<file path="config.mk">
export PLATFORM = sky130hd
export DESIGN_NAME = deq_store
export DESIGN_NICKNAME = d
export VERILOG_FILES = /design/src/rtl/core/deq_pkg.sv /design/src/rtl/core/deq_store.sv
export SDC_FILE = /design/constraint.sdc
export NUM_CORES = 1
export LEC_CHECK = 0
export BUFFER_PORTS_ARGS = -buffer_cell sky130_fd_sc_hd__buf_4
export CORE_ASPECT_RATIO = 1.1
export CORE_MARGIN = 10
export CORE_UTILIZATION = 36
export CTS_BUF_LIST = sky130_fd_sc_hd__clkbuf_2 sky130_fd_sc_hd__clkbuf_4 sky130_fd_sc_hd__clkbuf_8
export DETAILED_ROUTE_END_ITERATION = 10
export PLACE_DENSITY_LB_ADDON = 0.3
export SLEW_MARGIN = 20
export SYNTH_ARGS = -nofsm -noshare
export SYNTH_HDL_FRONTEND = slang
export SYNTH_SLANG_ARGS = --single-unit
</file>
<file path="constraint.sdc">
create_clock -name clk -period 6.2 [get_ports clk]
set_input_delay 0.31 -clock clk [delete_from_list [all_inputs] [get_ports clk]]
set_output_delay 0.31 -clock clk [all_outputs]
set_load 0.01 [all_outputs]
</file>
<file path="src/rtl/core/deq_pkg.sv">
package deq_pkg;

  localparam int unsigned WORD_W  = 32;
  localparam int unsigned ENTRY_W = 11;

  // operation codes carried in the kind field; other codes act as a query
  localparam logic [2:0] KIND_PUSH_FRONT = 3'd0;
  localparam logic [2:0] KIND_PUSH_BACK  = 3'd1;
  localparam logic [2:0] KIND_POP_FRONT  = 3'd2;
  localparam logic [2:0] KIND_POP_BACK   = 3'd3;
  localparam logic [2:0] KIND_QUERY      = 3'd4;

  localparam logic [1:0] ST_OK        = 2'd0;
  localparam logic [1:0] ST_POP_EMPTY = 2'd1;
  localparam logic [1:0] ST_PUSH_FULL = 2'd2;

  localparam logic signed [WORD_W-1:0] WORD_NONE = -32'sd1;

  typedef struct packed {
    logic [2:0]               kind;
    logic signed [WORD_W-1:0] push_value;
  } req_t;

  typedef struct packed {
    logic signed [WORD_W-1:0] popped_value;
    logic [1:0]               status;
    logic [ENTRY_W-1:0]       entry_count;
    logic                     is_empty;
    logic signed [WORD_W-1:0] front_value;
    logic signed [WORD_W-1:0] back_value;
  } rsp_t;

endpackage

</file>
<file path="src/rtl/core/deq_store.sv">
module deq_store #(
  parameter int unsigned DEPTH = 2,
  localparam int unsigned AW = $clog2(DEPTH)
) (
  input  logic                            clk,
  input  logic                            wr_en,
  input  logic [AW-1:0]                   wr_addr,
  input  logic signed [deq_pkg::WORD_W-1:0] wr_data,
  input  logic                            rd_en,
  input  logic [AW-1:0]                   rd_addr,
  output logic signed [deq_pkg::WORD_W-1:0] rd_data
);
  import deq_pkg::*;

  logic signed [WORD_W-1:0] mem [DEPTH];

  // single write port, single registered read port
  always_ff @(posedge clk) begin
    if (wr_en) begin
      mem[wr_addr] <= wr_data;
    end
  end

  always_ff @(posedge clk) begin
    if (rd_en) begin
      rd_data <= mem[rd_addr];
    end
  end

endmodule

</file>
==> results of run 1 <==
-- cell usage in the layout (no fill, tap or decap) --
cell type  instances
inv_8              1
inv_6              1
bufinv_16          3
mux2_2             2
edfxtp_1          96
nor2b_4            1
clkinv_1           2
mux2_4            30
clkbuf_8           9
buf_4             68
and2_2             1
-- synth_stat cells --
cell type   n
edfxtp_1   96
mux2_4     30
buf_12      3
mux2_2      2
and2_1      1
buf_6       1
nor2b_1     1
-- sequential cells by signal, indices dropped and copies added, names as in the netlist --
register and cells:
rd_data 32, mem 64
-- metrics by stage --
step                 util  instance area, um^2
floorplan               -                 3440
global placement    0.431                 4030
detailed placement  0.431                 4030
CTS                 0.457                 4280
global route        0.457                 4280
finish              0.457                 4280
-- final timing paths --
path	end	cells after the start
max reg2reg	rd_data[6]	1
max	rd_data[25]	1
min reg2reg	rd_data[10]	1
min	mem[0][26]	1
-- layout make-up --
| type | count | area, um^2 |
|---|---|---|
| repair buffers | 68 | 510 |
| multi-input cells | 34 | 494 |
| clock buffers | 9 | 124 |
| flip-flops and latches | 96 | 2880 |
| fillers | 815 | 5080 |
| clock inverters | 7 | 118 |
| well taps | 117 | 146 |
-- power breakdown --
group          internal, mW  switching, mW
Clock                 0.270          0.213
Sequential            0.766         0.0115
Combinational        0.0596         0.0426
Total                  1.10          0.267
-- cells by family after synthesis --
group,count (synthesis)
muxes,32
buffers and inverters,4
DFF,96
and+or+nand+nor,2
-- routing by layer --
metal	share of wire	wire (um)
met1	0.40	2260
met2	0.51	2870
met3	0.067	374
met4	0.017	95
met5	0	0
==> results.yml, run 1 <==
setup_path:
  critical_path.top_delay_family: "flip-flops"
  cp_slowest_cell: "edfxtp_1"
  worstPathRequired_ns: 5.89
  arrival_ns: 0.92
  critPathKind: "register to output pin"
  worstPathBufferInverterCount: 1
  crit_start: "rd_data[25]"
  slowest_delay_ns: 0.41
  crit_path_cell_trace: "buf_4"
  rrSetupSlack_ns: 5.31
  r2r_start: "mem[0][6]"
  end_kind: "output pin"
  crit_fanout: 1
  startpoint_type: "register"
power:
  power_mw: 1.36
  p_leak_nw: 1.63
  power_density_nw_per_um2: 319
  vdd_drop_max_mv: 0.129
routing:
  drt_iter0_drc: 67
  viasPerCell: 4.37
  drt-wirelength-per-cell_um: 16.9
  drcViolationCount: 0
  wl_mm: 5.61
  ant_nets: 0
  via_count: 1445
  first_pass_iters: 4
synthesis:
  syn_area_per_cell_um2: 25.7
  synth_seq_cells: 96
  syn_area_um2: 3440
  synth_top_family_by_area: "multiplexers"
  synthAdderAreaFrac: 0
  synth_xor_area_frac: 0
  ys_seq_area_frac: 0.838
  synth_simple_gate_area_frac: 0.00364
  yosysUniqueCellTypes: 7
  muxShareOfSynthArea: 0.138
  syn_inst: 134
  synth_top_area_cell: "edfxtp_1"
  yosys_warnings: 0
  synth_area_leaders: "edfxtp_1, mux2_4, buf_12"
  syn_nets: 171
  synth_compound_area_frac: 0
  synth.top_cell.area_share: 0.838
clocking:
  clock_path_buffers: 2
  ctsRootBufferMaster: "clkbuf_8"
  postCtsHoldBufs: 0
  cts_resized: 0
  postCtsSetupRepairBufs: 0
  clk_latency_ns: 0.35
  cts_max_level: 3
  cts_tree: "yes"
  clk_pin_slew_ns: 0.10
  clock-sinks: 96
  cts_made_buffers: 9
global_routing:
  busiest_layer: "met2"
  met3_usage: 0.0342
  grtUsageMet1: 0.0869
  grt_max_degree: 33
  grt_pass1_wl_mm: 8.55
  grtUsageMet2: 0.135
  gr-total-overflow: 0
  track_usage: 0.0815
  antenna_found_initial: 0
  first_global_vias: 1607
die:
  die_h_um: 123
  pin_count: 69
  start_util: 0.368
  die_width_um: 113
  core_um2: 9350
  die-area_um2: 13900
  rows: 37
placed_design:
  place_ws_ns: 4.60
  routabilityCongestion: 0.645
  numPortBuffers: 68
  placedCellCount: 315
timing:
  skew_ns: 0.00860
  rsz0062_at_grt: "false"
  fin_ws_ns: 4.97
  maxSlewHeadroom: 0.364
  fin_hold_ws_ns: 0.137
  report.final.slew_viol_count: 0
  finalSetupTns_ns: 0
  hold_viol: 0
  worstMarginPinSlew_ns: 0.952
  finalCritPeriodShare: 0.198
  period_needed_ns: 1.23
  finalSetupViolCount: 0
  fmax_mhz: 815
finish:
  n_antenna_cell: 0
  instances_no_fill: 331
  layout.nets: 246
  drive_gt1_frac: 0.542
  syn_to_final_growth_pct: 24.3
hold_path:
  hp-class: "primary input to register"
  hp-start: "wr_data[26]"
status:
  status: "finished, final reports clean"
run:
  cap_violations: 0
Note: power is estimated with default switching activity, not from simulation.
==> inputs of run 2 (changes only) <==
==> constraint.sdc (replaced) <==
create_clock -name clk -period 1.1 [get_ports clk]
set_input_delay 0.055 -clock clk [delete_from_list [all_inputs] [get_ports clk]]
set_output_delay 0.055 -clock clk [all_outputs]
set_load 0.01 [all_outputs]
==> results.yml, run 2 (same netlist as run 1, synthesis figures left out) <==
finish:
  syn_to_final_growth_pct: 35.4
  final_common_cell: "edfxtp_1"
  drive_gt1_frac: 0.488
  ff_latch_area_um2: 2880
  n_antenna_cell: 0
  final_util: 0.498
  top_regs: "mem x64, rd_data x32"
  fill_cells: 797
  layout_common_cells: "edfxtp_1, buf_4, dlygate4sd3_1"
  largest_register_ffs: 64
  multi_input_area_um2: 494
  layout.nets: 283
  regMostFlops: "mem"
clocking:
  clk_pin_slew_ns: 0.10
  clock_path_buffers: 2
  cts_made_buffers: 9
  cts_max_level: 3
  cts_resized: 0
  postCtsSetupRepairBufs: 0
  clock-sinks: 96
  ctsRootBufferMaster: "clkbuf_8"
  cts_tree: "yes"
  clk_latency_ns: 0.35
timing:
  skew_ns: 0.00790
  hold_viol: 0
  finalCritPeriodShare: 0.887
  finalSetupTns_ns: 0
  finalSetupViolCount: 0
  worstMarginPinSlew_ns: 0.429
  report.final.slew_viol_count: 0
  fmax_mhz: 1030
  rsz0062_at_grt: "false"
  period_needed_ns: 0.975
  maxSlewHeadroom: 0.714
routing:
  via_count: 1572
  viasPerCell: 4.28
  drcViolationCount: 0
  ant_nets: 0
  drt-wirelength-per-cell_um: 16.1
  first_pass_iters: 4
  drt_iter0_drc: 37
  wl_mm: 5.90
global_routing:
  gr-total-overflow: 0
  track_usage: 0.0874
  first_global_vias: 1806
  grt_max_degree: 33
  antenna_found_initial: 0
  grt_pass1_wl_mm: 9.28
setup_path:
  startpoint_type: "register"
  r2r-end: "rd_data[29]"
  slowest_delay_ns: 0.41
  critical_path.endpoint: "rd_data[30]"
  r2r_start: "mem[1][29]"
  reg2regPathDepth: 1
  crit_start: "rd_data[30]"
  crit_path_cell_trace: "buf_4"
  end_kind: "output pin"
  critical_path.top_delay_family: "flip-flops"
  cp_slowest_cell: "edfxtp_1"
  rrSetupSlack_ns: 0.21
  worstPathBufferInverterCount: 1
  worstPathRequired_ns: 1.04
  arrival_ns: 0.92
  crit_cells: 1
  critPathKind: "register to output pin"
  crit_fanout: 1
power:
  power_density_nw_per_um2: 1630
  vdd_drop_max_mv: 0.758
  p_leak_nw: 1.78
  power_mw: 7.57
die:
  start_util: 0.368
  die-area_um2: 13900
  pin_count: 69
  core_um2: 9350
  rows: 37
  die_width_um: 113
  die_h_um: 123
run:
  cap_violations: 0
status:
  status: "finished, final reports clean"
placed_design:
  detailed_place_hpwl_mm: 3.76
  routabilityCongestion: 0.635
  numPortBuffers: 68
hold_path:
  hp-class: "primary input to register"
run 2: cell types whose count changed in the layout (fill, tap and decap cells not counted), sizes merged:
| cell | delta |
|---|---|
| dlygate4sd3 | +32 |
| buf | +5 |
| clkinv | -2 |
| clkinvlp | +2 |
| bufinv | -1 |
run 2: layout make-up:
type / count / share of cell area
clock buffers: 9 / 0.0266
clock inverters: 6 / 0.0199
multi-input cells: 34 / 0.106
flip-flops and latches: 96 / 0.619
well taps: 117 / 0.0314
repair buffers: 105 / 0.197
run 2: what timing repair did:
item	4_1_cts	5_1_grt
hold buffers	32	0
setup endpoints to repair	0	0
hold endpoints to repair	64	0
run 2: per-layer routing:
| metal | vias up | wire, um | track usage |
|---|---|---|---|
| li1 | 758 | - | - |
| met1 | 756 | 2350 | 0.0919 |
| met3 | 9 | 399 | 0.0361 |
| met4 | 0 | 72 | 0.0476 |
| met2 | 49 | 3090 | 0.147 |
| met5 | - | 0 | 0 |
run 2: how the worst min path moves through the flow:
stage                     slack, ns         from  cells after the start         end
after floorplan                0.15   wr_data[0]                      0   mem[0][0]
after global placement         0.24   wr_data[5]                      1   mem[0][5]
after detailed placement       0.24  wr_data[15]                      1  mem[1][15]
after CTS                     0.007      wr_addr                      2  mem[0][31]
after global routing          0.005      wr_addr                      2   mem[0][2]
final                          0.03      wr_addr                      2  mem[0][31]
run 2: power by group:
part / switching, mW / leakage, nW / internal, mW / total, mW
sequential: 0.0675 / 0.914 / 4.32 / 4.38
clock: 1.20 / 0.102 / 1.28 / 2.48
combinational: 0.266 / 0.766 / 0.440 / 0.706
run 2: metrics by stage:
| stage | setup WS, ns | cells | instance area (um^2) | hold slack [ns] |
|---|---|---|---|---|
| global route | 0.0673 | 367 | 4660 | 0.00478 |
| floorplan | 0.119 | 134 | 3450 | 0.154 |
| CTS | 0.0862 | 367 | 4660 | 0.00679 |
| detailed placement | 0.103 | 320 | 4120 | 0.244 |
| global placement | 0.119 | 320 | 4120 | 0.240 |
| finish | 0.125 | 367 | 4660 | 0.0288 |
==> inputs of run 3 (changes only) <==
--- a/config.mk
+++ b/config.mk
@@ -6,12 +6,13 @@
 export NUM_CORES = 1
 export LEC_CHECK = 0
 export BUFFER_PORTS_ARGS = -buffer_cell sky130_fd_sc_hd__buf_4
-export CORE_ASPECT_RATIO = 1.1
+export CORE_ASPECT_RATIO = 0.8
 export CORE_MARGIN = 10
 export CORE_UTILIZATION = 36
 export CTS_BUF_LIST = sky130_fd_sc_hd__clkbuf_2 sky130_fd_sc_hd__clkbuf_4 sky130_fd_sc_hd__clkbuf_8
 export DETAILED_ROUTE_END_ITERATION = 10
 export PLACE_DENSITY_LB_ADDON = 0.3
+export REMOVE_ABC_BUFFERS = 1
 export SLEW_MARGIN = 20
 export SYNTH_ARGS = -nofsm -noshare
 export SYNTH_HDL_FRONTEND = slang
==> results.yml, run 3 (same netlist as run 1, synthesis figures left out) <==
status:
  status: "finished, final reports clean"
finish:
  layout_common_cells: "edfxtp_1, buf_4, dlygate4sd3_1"
  fill_cells: 732
  n_antenna_cell: 0
  multi_input_area_um2: 494
  final_common_cell: "edfxtp_1"
  layout.nets: 283
  top_regs: "mem x64, rd_data x32"
  ff_latch_area_um2: 2880
  final_util: 0.499
  drive_gt1_frac: 0.474
  regMostFlops: "mem"
  syn_to_final_growth_pct: 33.4
  largest_register_ffs: 64
setup_path:
  crit_fanout: 1
  startpoint_type: "register"
  critPathKind: "register to output pin"
  end_kind: "output pin"
  cp_slowest_cell: "edfxtp_1"
  worstPathRequired_ns: 1.04
  worstPathBufferInverterCount: 1
  crit_cells: 1
  reg2regPathDepth: 1
  arrival_ns: 0.95
  critical_path.top_delay_family: "flip-flops"
  slowest_delay_ns: 0.43
  crit_path_cell_trace: "buf_4"
routing:
  drt-wirelength-per-cell_um: 16.4
  wl_mm: 5.97
  ant_nets: 0
  first_pass_iters: 4
  viasPerCell: 4.34
  via_count: 1580
  drcViolationCount: 0
  drt_iter0_drc: 72
timing:
  rsz0062_at_grt: "false"
  period_needed_ns: 1.01
  worstMarginPinSlew_ns: 0.437
  finalCritPeriodShare: 0.917
  maxSlewHeadroom: 0.709
  report.final.slew_viol_count: 0
  fmax_mhz: 991
  hold_viol: 0
  skew_ns: 0.00800
  finalSetupViolCount: 0
power:
  power_density_nw_per_um2: 1520
  p_leak_nw: 1.76
  vdd_drop_max_mv: 0.709
  power_mw: 6.99
placed_design:
  routabilityCongestion: 0.654
  detailed_place_hpwl_mm: 3.81
  numPortBuffers: 68
clocking:
  clk_pin_slew_ns: 0.09
  cts_max_level: 3
  clk_latency_ns: 0.35
  postCtsSetupRepairBufs: 0
  cts_resized: 0
  cts_tree: "yes"
  postCtsHoldBufs: 32
  ctsRootBufferMaster: "clkbuf_8"
  clock-sinks: 96
  cts_made_buffers: 9
  clock_path_buffers: 2
die:
  core_um2: 9190
  die_width_um: 129
  pin_count: 69
  start_util: 0.374
  die_h_um: 107
  rows: 31
  die-area_um2: 13900
hold_path:
  hold_depth: 2
  hp-class: "primary input to register"
run:
  cap_violations: 0
global_routing:
  first_global_vias: 1758
  grt_max_degree: 33
  track_usage: 0.0893
  grtUsageMet1: 0.104
  grtUsageMet2: 0.137
  busiest_layer: "met2"
  gr-total-overflow: 0
  met3_usage: 0.0532
  antenna_found_initial: 0
  grt_pass1_wl_mm: 9.20
-- run 3: power breakdown --
group          total, mW  switching [mW]  internal [mW]
Sequential          4.39          0.0694           4.32
Clock               1.90            1.07          0.826
Combinational      0.706           0.266          0.440
-- run 3: final cells by class --
cell class,count,area share
Clock buffer,11,0.0303
Clock inverter,3,0.00245
Multi-Input combinational cell,34,0.108
Sequential cell,96,0.628
Tap cell,115,0.0314
Timing Repair Buffer,105,0.200
-- run 3: worst paths after layout --
kind / endpoint / slack [ns] / start
worst max-delay path: rd_data[15] / 0.09 / rd_data[15]
worst min-delay path: rd_data[30] / 0.12 / rd_addr
worst max register to register: rd_data[0] / 0.21 / mem[0][0]
worst min register to register: rd_data[10] / 0.55 / mem[0][10]
-- run 3: metrics by stage --
stage	setup WS, ns	area, um^2	std cells	TNS, ns	hold slack [ns]
2_1_floorplan	-0.833	3370	130	-31.20	0.154
3_3_place_gp	0.136	4120	318	0	0.240
3_5_place_dp	0.129	4120	318	0	0.243
4_1_cts	0.0656	4590	364	0	0.112
5_1_grt	0.0471	4590	364	0	0.103
6_report	0.0914	4590	364	0	0.124
-- run 3: routing by layer --
metal	share of wire	vias to the layer above
li1	-	755
met1	0.44	762
met2	0.46	56
met3	0.090	7
met4	0.0074	0
met5	0	-
